File: src/cpuls_pkg.sv
// cpuls_pkg: shared types, constants and state encodings of the cpu load smoother
`default_nettype none

package cpuls_pkg;

    localparam int CHANNELS     = 4;
    localparam int CH_BITS      = $clog2(CHANNELS);
    localparam int COUNTER_BITS = 32;
    localparam int SUM_BITS     = COUNTER_BITS + CH_BITS;
    localparam int SHARE_BITS   = 23;
    localparam int PCT_BITS     = 15;
    localparam int COEFF_BITS   = 16;
    localparam int WEIGHT_BITS  = COEFF_BITS + 1;
    localparam int ACC_BITS     = WEIGHT_BITS + SHARE_BITS;
    localparam int FRAC_BITS    = 16;
    localparam int OUT_SHIFT    = 8;
    localparam int D25_BITS     = COUNTER_BITS + 5;
    localparam int LOW_PAD      = 18;
    localparam int DIV_STEPS    = SHARE_BITS;
    localparam int STEP_BITS    = $clog2(DIV_STEPS + 1);

    typedef logic [COUNTER_BITS-1:0] ticks_t;
    typedef logic [SUM_BITS-1:0]     sum_t;
    typedef logic [SHARE_BITS-1:0]   share_t;
    typedef logic [PCT_BITS-1:0]     pct_t;
    typedef logic [COEFF_BITS-1:0]   coeff_t;
    typedef logic [CH_BITS-1:0]      chan_t;

    localparam share_t FULL_SCALE  = SHARE_BITS'(6553600);
    localparam coeff_t COEFF_RESET = COEFF_BITS'(53620);

    typedef enum logic [2:0] {
        ST_IDLE,
        ST_SUM,
        ST_DIV,
        ST_DIV_WAIT,
        ST_EMA,
        ST_EMA_WAIT,
        ST_FINISH
    } ctrl_state_t;

    typedef enum logic [1:0] {
        EMA_IDLE,
        EMA_OLD,
        EMA_NEW,
        EMA_ROUND
    } ema_phase_t;

    typedef struct packed {
        logic   start;
        ticks_t delta;
        sum_t   total;
    } div_req_t;

    typedef struct packed {
        logic   start;
        coeff_t coeff;
        share_t old_share;
        share_t sample_share;
    } ema_req_t;

    typedef struct packed {
        logic   done;
        share_t value;
    } unit_rsp_t;

endpackage

`default_nettype wire

File: src/cpuls_if.sv
// cpuls_if: valid/ready channel interfaces for tick samples and smoothed results
`default_nettype none

interface cpuls_sample_if;
    logic                  valid;
    logic                  ready;
    logic [cpuls_pkg::COUNTER_BITS-1:0] user_ticks;
    logic [cpuls_pkg::COUNTER_BITS-1:0] nice_ticks;
    logic [cpuls_pkg::COUNTER_BITS-1:0] system_ticks;
    logic [cpuls_pkg::COUNTER_BITS-1:0] idle_ticks;

    modport source (
        output valid, user_ticks, nice_ticks, system_ticks, idle_ticks,
        input  ready
    );
    modport sink (
        input  valid, user_ticks, nice_ticks, system_ticks, idle_ticks,
        output ready
    );
endinterface

interface cpuls_result_if;
    logic                          valid;
    logic                          ready;
    logic [cpuls_pkg::PCT_BITS-1:0] user_pct;
    logic [cpuls_pkg::PCT_BITS-1:0] nice_pct;
    logic [cpuls_pkg::PCT_BITS-1:0] system_pct;
    logic [cpuls_pkg::PCT_BITS-1:0] idle_pct;
    logic                          primed;

    modport source (
        output valid, user_pct, nice_pct, system_pct, idle_pct, primed,
        input  ready
    );
    modport sink (
        input  valid, user_pct, nice_pct, system_pct, idle_pct, primed,
        output ready
    );
endinterface

`default_nettype wire

File: src/cpuls_div.sv
// cpuls_div: bit-serial restoring divider giving round(delta * 6553600 / total)
`default_nettype none

module cpuls_div (
    input  logic                clk,
    input  logic                rst_n,
    input  cpuls_pkg::div_req_t req,
    output cpuls_pkg::unit_rsp_t rsp
);

    logic                             busy_reg;
    logic                             done_reg;
    logic [cpuls_pkg::STEP_BITS-1:0]  count_reg;
    cpuls_pkg::sum_t                  rem_reg;
    cpuls_pkg::sum_t                  total_reg;
    cpuls_pkg::share_t                low_reg;
    cpuls_pkg::share_t                quot_reg;
    cpuls_pkg::share_t                result_reg;

    logic [cpuls_pkg::D25_BITS-1:0]   d_ext;
    logic [cpuls_pkg::D25_BITS-1:0]   d25;
    logic [cpuls_pkg::SUM_BITS:0]     trial;
    logic [cpuls_pkg::SUM_BITS:0]     divisor_ext;
    logic [cpuls_pkg::SUM_BITS:0]     diff;
    logic                             take;
    cpuls_pkg::sum_t                  rem_next;
    logic                             half_up;
    logic [cpuls_pkg::SHARE_BITS:0]   rounded;
    cpuls_pkg::share_t                clamped;

    // numerator is delta * 25 * 2^18; its top bits start the remainder below total
    always_comb
    begin
        d_ext = cpuls_pkg::D25_BITS'(req.delta);
        d25   = (d_ext << 4) + (d_ext << 3) + d_ext;
    end

    always_comb
    begin
        divisor_ext = {1'b0, total_reg};
        trial       = {rem_reg, low_reg[cpuls_pkg::SHARE_BITS-1]};
        take        = (trial >= divisor_ext);
        diff        = trial - divisor_ext;
        rem_next    = take ? diff[cpuls_pkg::SUM_BITS-1:0]
                           : trial[cpuls_pkg::SUM_BITS-1:0];
        // halves round up: 2r >= total
        half_up     = ({rem_reg, 1'b0} >= divisor_ext);
        rounded     = {1'b0, quot_reg} + (cpuls_pkg::SHARE_BITS + 1)'(half_up);
        if (rounded > {1'b0, cpuls_pkg::FULL_SCALE})
        begin
            clamped = cpuls_pkg::FULL_SCALE;
        end
        else
        begin
            clamped = rounded[cpuls_pkg::SHARE_BITS-1:0];
        end
    end

    always_ff @(posedge clk or negedge rst_n)
    begin
        if (!rst_n)
        begin
            busy_reg  <= 1'b0;
            done_reg  <= 1'b0;
            count_reg <= '0;
        end
        else
        begin
            done_reg <= 1'b0;
            if (req.start)
            begin
                busy_reg  <= 1'b1;
                count_reg <= cpuls_pkg::STEP_BITS'(cpuls_pkg::DIV_STEPS);
            end
            else if (busy_reg)
            begin
                if (count_reg != '0)
                begin
                    count_reg <= count_reg - 1'b1;
                end
                else
                begin
                    busy_reg <= 1'b0;
                    done_reg <= 1'b1;
                end
            end
        end
    end

    always_ff @(posedge clk)
    begin
        if (req.start)
        begin
            total_reg <= req.total;
            rem_reg   <= cpuls_pkg::SUM_BITS'(d25[cpuls_pkg::D25_BITS-1:5]);
            low_reg   <= {d25[4:0], {cpuls_pkg::LOW_PAD{1'b0}}};
            quot_reg  <= '0;
        end
        else if (busy_reg)
        begin
            if (count_reg != '0)
            begin
                rem_reg  <= rem_next;
                low_reg  <= {low_reg[cpuls_pkg::SHARE_BITS-2:0], 1'b0};
                quot_reg <= {quot_reg[cpuls_pkg::SHARE_BITS-2:0], take};
            end
            else
            begin
                result_reg <= clamped;
            end
        end
    end

    assign rsp.done  = done_reg;
    assign rsp.value = result_reg;

endmodule

`default_nettype wire

File: src/cpuls_ema.sv
// cpuls_ema: first-order smoother step on one shared multiplier, in old, new and round phases a channel
`default_nettype none

module cpuls_ema (
    input  logic                 clk,
    input  logic                 rst_n,
    input  cpuls_pkg::ema_req_t  req,
    output cpuls_pkg::unit_rsp_t rsp
);

    cpuls_pkg::ema_phase_t              phase_reg;
    cpuls_pkg::ema_phase_t              phase_next;
    logic                               done_reg;
    cpuls_pkg::coeff_t                  coeff_reg;
    cpuls_pkg::share_t                  old_reg;
    cpuls_pkg::share_t                  sample_reg;
    logic [cpuls_pkg::ACC_BITS-1:0]     acc_reg;
    cpuls_pkg::share_t                  result_reg;

    logic [cpuls_pkg::WEIGHT_BITS-1:0]  weight;
    logic [cpuls_pkg::WEIGHT_BITS-1:0]  op_a;
    cpuls_pkg::share_t                  op_b;
    logic [cpuls_pkg::ACC_BITS-1:0]     product;
    logic [cpuls_pkg::ACC_BITS-cpuls_pkg::FRAC_BITS-1:0] scaled;
    cpuls_pkg::share_t                  clamped;

    // new-sample weight is 1.0 - c1 in Q1.16
    assign weight = {1'b1, {cpuls_pkg::COEFF_BITS{1'b0}}}
                  - {1'b0, coeff_reg};

    always_comb
    begin
        if (phase_reg == cpuls_pkg::EMA_NEW)
        begin
            op_a = weight;
            op_b = sample_reg;
        end
        else
        begin
            op_a = {1'b0, coeff_reg};
            op_b = old_reg;
        end
        product = cpuls_pkg::ACC_BITS'(op_a) * cpuls_pkg::ACC_BITS'(op_b);
        scaled  = acc_reg[cpuls_pkg::ACC_BITS-1:cpuls_pkg::FRAC_BITS];
        if (scaled > (cpuls_pkg::ACC_BITS - cpuls_pkg::FRAC_BITS)'(cpuls_pkg::FULL_SCALE))
        begin
            clamped = cpuls_pkg::FULL_SCALE;
        end
        else
        begin
            clamped = scaled[cpuls_pkg::SHARE_BITS-1:0];
        end
    end

    always_comb
    begin
        phase_next = phase_reg;
        unique case (phase_reg)
            cpuls_pkg::EMA_IDLE:
            begin
                if (req.start)
                begin
                    phase_next = cpuls_pkg::EMA_OLD;
                end
            end
            cpuls_pkg::EMA_OLD:   phase_next = cpuls_pkg::EMA_NEW;
            cpuls_pkg::EMA_NEW:   phase_next = cpuls_pkg::EMA_ROUND;
            cpuls_pkg::EMA_ROUND: phase_next = cpuls_pkg::EMA_IDLE;
            default:              phase_next = cpuls_pkg::EMA_IDLE;
        endcase
    end

    always_ff @(posedge clk or negedge rst_n)
    begin
        if (!rst_n)
        begin
            phase_reg <= cpuls_pkg::EMA_IDLE;
            done_reg  <= 1'b0;
        end
        else
        begin
            phase_reg <= phase_next;
            done_reg  <= (phase_reg == cpuls_pkg::EMA_ROUND);
        end
    end

    always_ff @(posedge clk)
    begin
        if (phase_reg == cpuls_pkg::EMA_IDLE && req.start)
        begin
            coeff_reg  <= req.coeff;
            old_reg    <= req.old_share;
            sample_reg <= req.sample_share;
        end
        if (phase_reg == cpuls_pkg::EMA_OLD)
        begin
            acc_reg <= product + cpuls_pkg::ACC_BITS'(32768);
        end
        else if (phase_reg == cpuls_pkg::EMA_NEW)
        begin
            acc_reg <= acc_reg + product;
        end
        if (phase_reg == cpuls_pkg::EMA_ROUND)
        begin
            result_reg <= clamped;
        end
    end

    assign rsp.done  = done_reg;
    assign rsp.value = result_reg;

endmodule

`default_nettype wire

File: src/cpu_load_percent_smoother.sv
// cpu_load_percent_smoother: top level with sequencer, counter state and result register
`default_nettype none

// Takes four cumulative tick counters (user, nice, system, idle) per beat, forms wrapping
// differences against the previous beat, turns each into a share of their sum in Q7.16
// and smooths it with s' = c1*s + (1-c1)*p, c1 being the retention_coeff register
// (Q0.16, reset 53620). Results come out rounded to Q7.8 percent. The first beat after
// reset only stores the counters and returns zeros with primed low. The channels are
// handled one after another: each runs through a 23-step bit-serial divider and a
// multiply-accumulate in old, new and round steps on one shared multiplier. A priming
// beat goes straight to the result register, and a beat with all differences zero
// skips the divider. The input is ready only between beats, in the cycle after the
// previous result is loaded; a new beat may be taken while the previous result still
// waits in the output register. Write retention_coeff only while no beat is in flight;
// it applies from the next beat on.
module cpu_load_percent_smoother (
    input  logic                        clk,
    input  logic                        rst_n,
    cpuls_sample_if.sink                sample,
    cpuls_result_if.source              result,
    input  logic                        wr_en,
    input  logic [cpuls_pkg::COEFF_BITS-1:0] wr_data
);

    cpuls_pkg::ctrl_state_t state_reg;
    cpuls_pkg::ctrl_state_t state_next;

    cpuls_pkg::coeff_t  coeff_reg;
    logic               has_prev_reg;
    cpuls_pkg::chan_t   ch_reg;
    cpuls_pkg::ticks_t  prev_reg   [cpuls_pkg::CHANNELS];
    cpuls_pkg::ticks_t  delta_reg  [cpuls_pkg::CHANNELS];
    cpuls_pkg::share_t  smooth_reg [cpuls_pkg::CHANNELS];
    cpuls_pkg::pct_t    stage_reg  [cpuls_pkg::CHANNELS];
    logic               stage_primed_reg;
    cpuls_pkg::sum_t    sum_reg;
    cpuls_pkg::sum_t    sum_next;
    cpuls_pkg::share_t  share_reg;
    logic               out_valid_reg;
    cpuls_pkg::pct_t    out_pct_reg [cpuls_pkg::CHANNELS];
    logic               out_primed_reg;

    cpuls_pkg::ticks_t  in_ticks [cpuls_pkg::CHANNELS];
    logic               accept;
    logic               load_out;
    logic               last_ch;
    logic [cpuls_pkg::SHARE_BITS:0] rounded;
    cpuls_pkg::pct_t    new_pct;

    cpuls_pkg::div_req_t  div_req;
    cpuls_pkg::unit_rsp_t div_rsp;
    cpuls_pkg::ema_req_t  ema_req;
    cpuls_pkg::unit_rsp_t ema_rsp;

    assign in_ticks[0] = sample.user_ticks;
    assign in_ticks[1] = sample.nice_ticks;
    assign in_ticks[2] = sample.system_ticks;
    assign in_ticks[3] = sample.idle_ticks;

    assign sample.ready = (state_reg == cpuls_pkg::ST_IDLE);
    assign accept       = sample.valid && sample.ready;
    assign load_out     = (state_reg == cpuls_pkg::ST_FINISH)
                       && (!out_valid_reg || result.ready);
    assign last_ch      = (ch_reg == cpuls_pkg::CH_BITS'(cpuls_pkg::CHANNELS - 1));

    assign div_req.start = (state_reg == cpuls_pkg::ST_DIV) && (sum_reg != '0);
    assign div_req.delta = delta_reg[ch_reg];
    assign div_req.total = sum_reg;

    assign ema_req.start        = (state_reg == cpuls_pkg::ST_EMA);
    assign ema_req.coeff        = coeff_reg;
    assign ema_req.old_share    = smooth_reg[ch_reg];
    assign ema_req.sample_share = share_reg;

    cpuls_div u_div (
        .clk   (clk),
        .rst_n (rst_n),
        .req   (div_req),
        .rsp   (div_rsp)
    );

    cpuls_ema u_ema (
        .clk   (clk),
        .rst_n (rst_n),
        .req   (ema_req),
        .rsp   (ema_rsp)
    );

    always_comb
    begin
        sum_next = '0;
        for (int i = 0; i < cpuls_pkg::CHANNELS; i++)
        begin
            sum_next = sum_next + cpuls_pkg::SUM_BITS'(delta_reg[i]);
        end
        // Q7.16 to Q7.8 with halves rounded up
        rounded = {1'b0, ema_rsp.value} + (cpuls_pkg::SHARE_BITS + 1)'(128);
        new_pct = rounded[cpuls_pkg::OUT_SHIFT +: cpuls_pkg::PCT_BITS];
    end

    always_comb
    begin
        state_next = state_reg;
        unique case (state_reg)
            cpuls_pkg::ST_IDLE:
            begin
                if (accept)
                begin
                    state_next = has_prev_reg ? cpuls_pkg::ST_SUM : cpuls_pkg::ST_FINISH;
                end
            end
            cpuls_pkg::ST_SUM:
            begin
                state_next = cpuls_pkg::ST_DIV;
            end
            cpuls_pkg::ST_DIV:
            begin
                // zero sum skips the divider, share is zero
                state_next = (sum_reg != '0) ? cpuls_pkg::ST_DIV_WAIT : cpuls_pkg::ST_EMA;
            end
            cpuls_pkg::ST_DIV_WAIT:
            begin
                if (div_rsp.done)
                begin
                    state_next = cpuls_pkg::ST_EMA;
                end
            end
            cpuls_pkg::ST_EMA:
            begin
                state_next = cpuls_pkg::ST_EMA_WAIT;
            end
            cpuls_pkg::ST_EMA_WAIT:
            begin
                if (ema_rsp.done)
                begin
                    state_next = last_ch ? cpuls_pkg::ST_FINISH : cpuls_pkg::ST_DIV;
                end
            end
            cpuls_pkg::ST_FINISH:
            begin
                if (load_out)
                begin
                    state_next = cpuls_pkg::ST_IDLE;
                end
            end
            default:
            begin
                state_next = cpuls_pkg::ST_IDLE;
            end
        endcase
    end

    always_ff @(posedge clk or negedge rst_n)
    begin
        if (!rst_n)
        begin
            state_reg     <= cpuls_pkg::ST_IDLE;
            coeff_reg     <= cpuls_pkg::COEFF_RESET;
            has_prev_reg  <= 1'b0;
            ch_reg        <= '0;
            out_valid_reg <= 1'b0;
            for (int i = 0; i < cpuls_pkg::CHANNELS; i++)
            begin
                prev_reg[i]   <= '0;
                smooth_reg[i] <= '0;
            end
        end
        else
        begin
            state_reg <= state_next;
            if (wr_en)
            begin
                coeff_reg <= wr_data;
            end
            if (accept)
            begin
                has_prev_reg <= 1'b1;
                ch_reg       <= '0;
                for (int i = 0; i < cpuls_pkg::CHANNELS; i++)
                begin
                    prev_reg[i] <= in_ticks[i];
                end
            end
            if (state_reg == cpuls_pkg::ST_EMA_WAIT && ema_rsp.done)
            begin
                smooth_reg[ch_reg] <= ema_rsp.value;
                ch_reg             <= ch_reg + 1'b1;
            end
            if (load_out)
            begin
                out_valid_reg <= 1'b1;
            end
            else if (result.ready)
            begin
                out_valid_reg <= 1'b0;
            end
        end
    end

    always_ff @(posedge clk)
    begin
        if (accept)
        begin
            stage_primed_reg <= has_prev_reg;
            for (int i = 0; i < cpuls_pkg::CHANNELS; i++)
            begin
                delta_reg[i] <= in_ticks[i] - prev_reg[i];
                stage_reg[i] <= '0;
            end
        end
        if (state_reg == cpuls_pkg::ST_SUM)
        begin
            sum_reg <= sum_next;
        end
        if (state_reg == cpuls_pkg::ST_DIV && sum_reg == '0)
        begin
            share_reg <= '0;
        end
        else if (state_reg == cpuls_pkg::ST_DIV_WAIT && div_rsp.done)
        begin
            share_reg <= div_rsp.value;
        end
        if (state_reg == cpuls_pkg::ST_EMA_WAIT && ema_rsp.done)
        begin
            stage_reg[ch_reg] <= new_pct;
        end
        if (load_out)
        begin
            out_primed_reg <= stage_primed_reg;
            for (int i = 0; i < cpuls_pkg::CHANNELS; i++)
            begin
                out_pct_reg[i] <= stage_reg[i];
            end
        end
    end

    assign result.valid      = out_valid_reg;
    assign result.user_pct   = out_pct_reg[0];
    assign result.nice_pct   = out_pct_reg[1];
    assign result.system_pct = out_pct_reg[2];
    assign result.idle_pct   = out_pct_reg[3];
    assign result.primed     = out_primed_reg;

    // divider answers only while the sequencer waits for it
    a_div_done_in_wait: assert property (@(posedge clk) disable iff (!rst_n)
        div_rsp.done |-> state_reg == cpuls_pkg::ST_DIV_WAIT)
        else $error("divider done outside its wait state");

    // a new result beat is only loaded from the finish state
    a_load_from_finish: assert property (@(posedge clk) disable iff (!rst_n)
        $rose(result.valid) |-> $past(state_reg == cpuls_pkg::ST_FINISH))
        else $error("result beat loaded outside finish state");

    // priming beat carries all-zero shares
    a_priming_zero: assert property (@(posedge clk) disable iff (!rst_n)
        (result.valid && !result.primed) |->
            (result.user_pct == '0 && result.nice_pct == '0
             && result.system_pct == '0 && result.idle_pct == '0))
        else $error("priming beat with nonzero shares");

    // smoothed shares never pass 100 percent
    a_pct_range: assert property (@(posedge clk) disable iff (!rst_n)
        result.valid |->
            (result.user_pct <= cpuls_pkg::PCT_BITS'(25600)
             && result.nice_pct <= cpuls_pkg::PCT_BITS'(25600)
             && result.system_pct <= cpuls_pkg::PCT_BITS'(25600)
             && result.idle_pct <= cpuls_pkg::PCT_BITS'(25600)))
        else $error("share above full scale");

endmodule

`default_nettype wire
File: src/flat_wrapper.sv
// flat-port wrapper written by rule: the top's interface ports become plain ports
module cpu_load_percent_smoother_flat 
  (clk, rst_n, wr_en, wr_data, sample_valid, sample_user_ticks, sample_nice_ticks, sample_system_ticks, sample_idle_ticks, sample_ready, result_valid, result_user_pct, result_nice_pct, result_system_pct, result_idle_pct, result_primed, result_ready);
  cpuls_sample_if sample_i ();
  cpuls_result_if result_i ();
  input  logic clk;
  input  logic rst_n;
  input  logic wr_en;
  input  logic [cpuls_pkg::COEFF_BITS-1:0] wr_data;
  input wire logic [$bits(sample_i.valid)-1:0] sample_valid;
  input wire logic [$bits(sample_i.user_ticks)-1:0] sample_user_ticks;
  input wire logic [$bits(sample_i.nice_ticks)-1:0] sample_nice_ticks;
  input wire logic [$bits(sample_i.system_ticks)-1:0] sample_system_ticks;
  input wire logic [$bits(sample_i.idle_ticks)-1:0] sample_idle_ticks;
  output wire logic [$bits(sample_i.ready)-1:0] sample_ready;
  output wire logic [$bits(result_i.valid)-1:0] result_valid;
  output wire logic [$bits(result_i.user_pct)-1:0] result_user_pct;
  output wire logic [$bits(result_i.nice_pct)-1:0] result_nice_pct;
  output wire logic [$bits(result_i.system_pct)-1:0] result_system_pct;
  output wire logic [$bits(result_i.idle_pct)-1:0] result_idle_pct;
  output wire logic [$bits(result_i.primed)-1:0] result_primed;
  input wire logic [$bits(result_i.ready)-1:0] result_ready;
  assign sample_i.valid = sample_valid;
  assign sample_i.user_ticks = sample_user_ticks;
  assign sample_i.nice_ticks = sample_nice_ticks;
  assign sample_i.system_ticks = sample_system_ticks;
  assign sample_i.idle_ticks = sample_idle_ticks;
  assign sample_ready = sample_i.ready;
  assign result_valid = result_i.valid;
  assign result_user_pct = result_i.user_pct;
  assign result_nice_pct = result_i.nice_pct;
  assign result_system_pct = result_i.system_pct;
  assign result_idle_pct = result_i.idle_pct;
  assign result_primed = result_i.primed;
  assign result_i.ready = result_ready;
  cpu_load_percent_smoother u_core (.clk(clk), .rst_n(rst_n), .sample(sample_i), .result(result_i), .wr_en(wr_en), .wr_data(wr_data));
endmodule
File: config.mk
export PLATFORM = sky130hd
export DESIGN_NAME = cpu_load_percent_smoother_flat
export DESIGN_NICKNAME = d
export VERILOG_FILES = /design/src/cpuls_pkg.sv /design/src/cpuls_if.sv /design/src/cpuls_div.sv /design/src/cpuls_ema.sv /design/src/cpu_load_percent_smoother.sv /design/src/flat_wrapper.sv
export SDC_FILE = /design/constraint.sdc
export NUM_CORES = 2
export LEC_CHECK = 0
export ABC_AREA = 1
export BUFFER_PORTS_ARGS = -buffer_cell sky130_fd_sc_hd__buf_2
export CAP_MARGIN = 15
export CORE_UTILIZATION = 35
export CTS_BUF_LIST = sky130_fd_sc_hd__clkbuf_16
export CTS_CLUSTER_SIZE = 8
export DETAILED_ROUTE_END_ITERATION = 12
export SETUP_SLACK_MARGIN = 0.2
export SLEW_MARGIN = 20
export SYNTH_ARGS = -nofsm -noshare
export SYNTH_HDL_FRONTEND = slang
export SYNTH_SLANG_ARGS = --single-unit
File: constraint.sdc
create_clock -name clk -period 11 [get_ports clk]
set_input_delay 1.1 -clock clk [delete_from_list [all_inputs] [get_ports clk]]
set_output_delay 1.1 -clock clk [all_outputs]
set_load 0.01 [all_outputs]
==> parameters.txt <==
Parameter                              Value

Run status
  Outcome ... complete, no violations

Critical path
  Reg-to-reg endpoint ... u_core.u_ema.acc_reg[36]$_DFFE_PP_
  WP data arrival ... 10.33 ns
  Capturing element type of the critical path ... register
  Worst path buffer plus inverter count ... 11
  Most frequent cell on the critical path ... sky130_fd_sc_hd__inv_1
  Crit path launch ... u_core.u_ema.coeff_reg[0]$_DFFE_PP_
  Launch point of the worst reg-to-reg path ... u_core.u_ema.coeff_reg[0]$_DFFE_PP_
  Required @ worst endpoint ... 11.43 ns
  Internal reg-to-reg setup slack ... 1.10 ns
  Kind of launch point of the worst setup path ... register
  Crit path max fanout ... 21
  Crit Path Category ... register to register
  Worst Reg2Reg Path Length in Cells ... 42
  Cell with the biggest individual delay on the critical path ... sky130_fd_sc_hd__nand2_1
  Dominant delay contributor by cell family on the critical path ... adder cells
  Longest individual stage delay on the worst path ... 0.81 ns

Final layout
  FILL cells ... 18162
  Net count reported at finish ... 8773
  Non-filler instance count after layout ... 10266
  Growth of design area from synthesis to finish ... 11.7%
  Final cell utilization of the core ... 0.393
  Share of final-layout standard cells stronger than drive strength 1 ... 0.0660

Yosys
  Post-synth top area share ... 0.240
  Ys Warns ... 0
  Cell types with the largest area share after synthesis ... sky130_fd_sc_hd__edfxtp_1, sky130_fd_sc_hd__fa_1, sky130_fd_sc_hd__dfrtp_1
  Count of distinct cell types in the synthesized netlist ... 66
  Register bit total from synthesis ... 804
  Most used flip-flop cell after synthesis ... sky130_fd_sc_hd__edfxtp_1
  Part of the Yosys area used for sequential elements ... 0.356
  Share of flip-flops with an asynchronous set or reset after synthesis ... 0.315
  Net count after synthesis ... 8564
  Dominant cell type by area after synthesis ... sky130_fd_sc_hd__edfxtp_1
  Post-Synthesis Cell Area ... 0.0629 mm2
  List of most frequent post-synthesis cells ... sky130_fd_sc_hd__nand2_1, sky130_fd_sc_hd__inv_1, sky130_fd_sc_hd__nor2_1
  EDFF count, synth ... 503
  Count leader, synth ... sky130_fd_sc_hd__nand2_1
  Mapped Avg Cell Area ... 8.28 um2
  Mapped Cells ... 7600

Timing
  Total Negative Setup Slacks ... 0 ns
  Shortest clock period the worst path allows after layout ... 9.90 ns
  Unrepaired setup endpoints after global routing ... no
  Number of setup violations in the final report ... 0
  Worst clock skew ... 0.0819 ns
  Upper clock frequency limit ... 0.101 GHz
  Final-report max-slew violation count ... 0
  Relative max-transition margin ... 0.283
  Worst hold slack ... 0.340 ns
  Share of the cycle needed by the critical path after routing ... 0.900
  Count of final hold-check violations ... 0
  Least-Margin Pin Slew ... 1.07 ns

Detailed routing
  Number of DRC violations after detailed-routing iteration 0 ... 3799
  Remaining routing DRC violations ... 0
  Detailed-routing iteration count for the pre-antenna-repair pass ... 6
  WL per Instance ... 18.9 um
  Number of antenna-violating nets in the routed design ... 0
  Post-Route WL ... 194 mm
  Via-to-Cell Ratio ... 5.08
  Total number of vias ... 52120

Power and ir drop
  Clock network fraction of total power ... 0.463
  Net Switching ... 1.79 mW
  Pwr Total ... 7.14 mW
  Largest voltage drop on the vdd net ... 0.130 mV
  Sw Share ... 0.251
  Internal power ... 5.35 mW
  Logic pwr share ... 0.079
  Pwr/cell area ... 102 mW/mm2
  Leakage power ... 33.4 nW
  Flop pwr share ... 0.459

Clock network
  CTS tree ... built
  Clock slew seen by the registers of the worst setup and hold paths ... 0.05 ns
  Root buffer selected by CTS ... sky130_fd_sc_hd__clkbuf_16
  Insertion delay to the later sink of the worst-skew pair ... 0.77 ns
  Clock buffers created by TritonCTS ... 114
  Bufs on Longest Clock Path ... 3
  Clock Sink Count ... 804
  Buffers inserted by post-CTS timing repair ... 0
  H-tree levels ... 3

Global route
  Wire length of the first global-routing pass ... 303 mm
  GRT Resource Usage Total ... 0.215
  Largest net degree at the start of global routing ... 173
  Number of antenna violations at the first check in global routing ... 7
  Total congestion overflow ... 0
  Number of global-route vias before repair ... 52522

Min path
  Worst hold path class ... input pin to asynchronous set/reset pin

Floorplanning
  I/O Pins ... 212
  Die Footprint ... 0.182 mm2
  Initial standard-cell utilization of the core ... 0.352
  Die Width ... 426 um
  Area inside the core boundary ... 0.179 mm2
  Row count ... 155
  Die height ... 426 um

Place
  Cell Count Post-Placement ... 10047
  RePlAce Congestion ... 0.957
  Number of input and output port buffers inserted ... 211
  Half-perimeter wire length after detailed placement ... 155 mm

Flow run
  Max-capacitance violation count ... 0
==> worst max-delay path by stage <==
stage	to	slack [ns]	depth (start not counted)
global placement	u_core.u_ema.acc_reg[36]$_DFFE_PP_	0.97	43
finish	u_core.u_ema.acc_reg[36]$_DFFE_PP_	1.10	42
global route	u_core.u_ema.acc_reg[36]$_DFFE_PP_	0.35	47
floorplan	u_core.u_ema.acc_reg[31]$_DFFE_PP_	2.71	44
CTS	u_core.u_ema.acc_reg[36]$_DFFE_PP_	0.89	43
detailed placement	u_core.u_ema.acc_reg[36]$_DFFE_PP_	0.99	43
==> area by class of cell <==
type / instances / area (um2) / area share
diodes: 4 / 10.0 / 0.000142
flip-flops and latches: 804 / 22400 / 0.319
inverters: 1344 / 5050 / 0.0718
repair buffers: 272 / 1570 / 0.0223
multi-input cells: 5273 / 34900 / 0.496
clock buffers: 114 / 2850 / 0.0406
well taps: 2355 / 2950 / 0.0419
clock inverters: 100 / 584 / 0.00831
==> metal layers <==
layer,share of wire,GRT usage,wire [um]
met5,0,0,0
met4,0.044,0.0864,8510
met3,0.047,0.0254,9160
met2,0.48,0.369,93500
met1,0.43,0.273,82900
==> worst reg2reg max path, delay by kind of cell (launching register included) <==
| family | cells | cell delay (ns) |
|---|---|---|
| fa+ha+maj | 9 | 4.03 |
| simple gates | 18 | 3.71 |
| buf+inv | 11 | 0.88 |
| compound gates | 4 | 0.60 |
| flops | 1 | 0.40 |
==> cells in the final DEF (no fill, tap or decap), drive strengths merged, types with 5 or more instances in the layout <==
cell / Yosys / final
inv: 1336 / 1420
nor3: 86 / 86
clkbuf: 158 / 114
and3: 5 / 5
ha: 432 / 432
a21o: 43 / 43
o21bai: 29 / 29
dfxtp: 48 / 48
dfstp: 8 / 8
buf: 21 / 272
clkinv: 8 / 23
edfxtp: 503 / 503
nor2: 741 / 741
a21boi: 24 / 24
nand3b: 21 / 21
o211ai: 23 / 23
a211oi: 6 / 6
xnor2: 105 / 105
a31oi: 36 / 36
a221oi: 13 / 13
or2: 29 / 29
nand4: 53 / 53
a21oi: 437 / 437
mux2: 16 / 16
nand2: 1572 / 1572
o21a: 25 / 25
o221ai: 7 / 7
nand3: 206 / 206
nor4: 38 / 38
xor2: 179 / 179
dfrtp: 245 / 245
fa: 383 / 383
o22ai: 81 / 81
o21ai: 658 / 658
==> timing repair <==
action                     4_1_cts  5_1_grt
hold buffers                     0        0
resized for setup                0        2
hold endpoints to repair         0        0
setup endpoints to repair        0        1
==> power by group through the flow <==
stage | Sequential, mW | Combinational (mW) | Clock [mW]
after floorplan | 3.33 | 0.360 | 0
after CTS | 3.27 | 0.561 | 3.40
after global placement | 3.33 | 0.555 | 0
after detailed placement | 3.33 | 0.557 | 0
final | 3.27 | 0.563 | 3.30
after global routing | 3.28 | 0.630 | 3.51
==> metrics by stage <==
stage          setup slack, ns  cell area, um2
3_3_place_gp             0.974           66800
4_1_cts                  0.892           70200
2_1_floorplan             2.71           62900
3_5_place_dp             0.986           66800
6_report                  1.10           70300
5_1_grt                  0.352           70300
==> cell families after synthesis <==
group           synth area share
compound gates             0.123
flops                      0.356
buf+inv                   0.0914
mux                      0.00286
xor+xnor                  0.0395
simple gates               0.180
fa+ha+maj                  0.208
(Power assumes the default switching activity.)
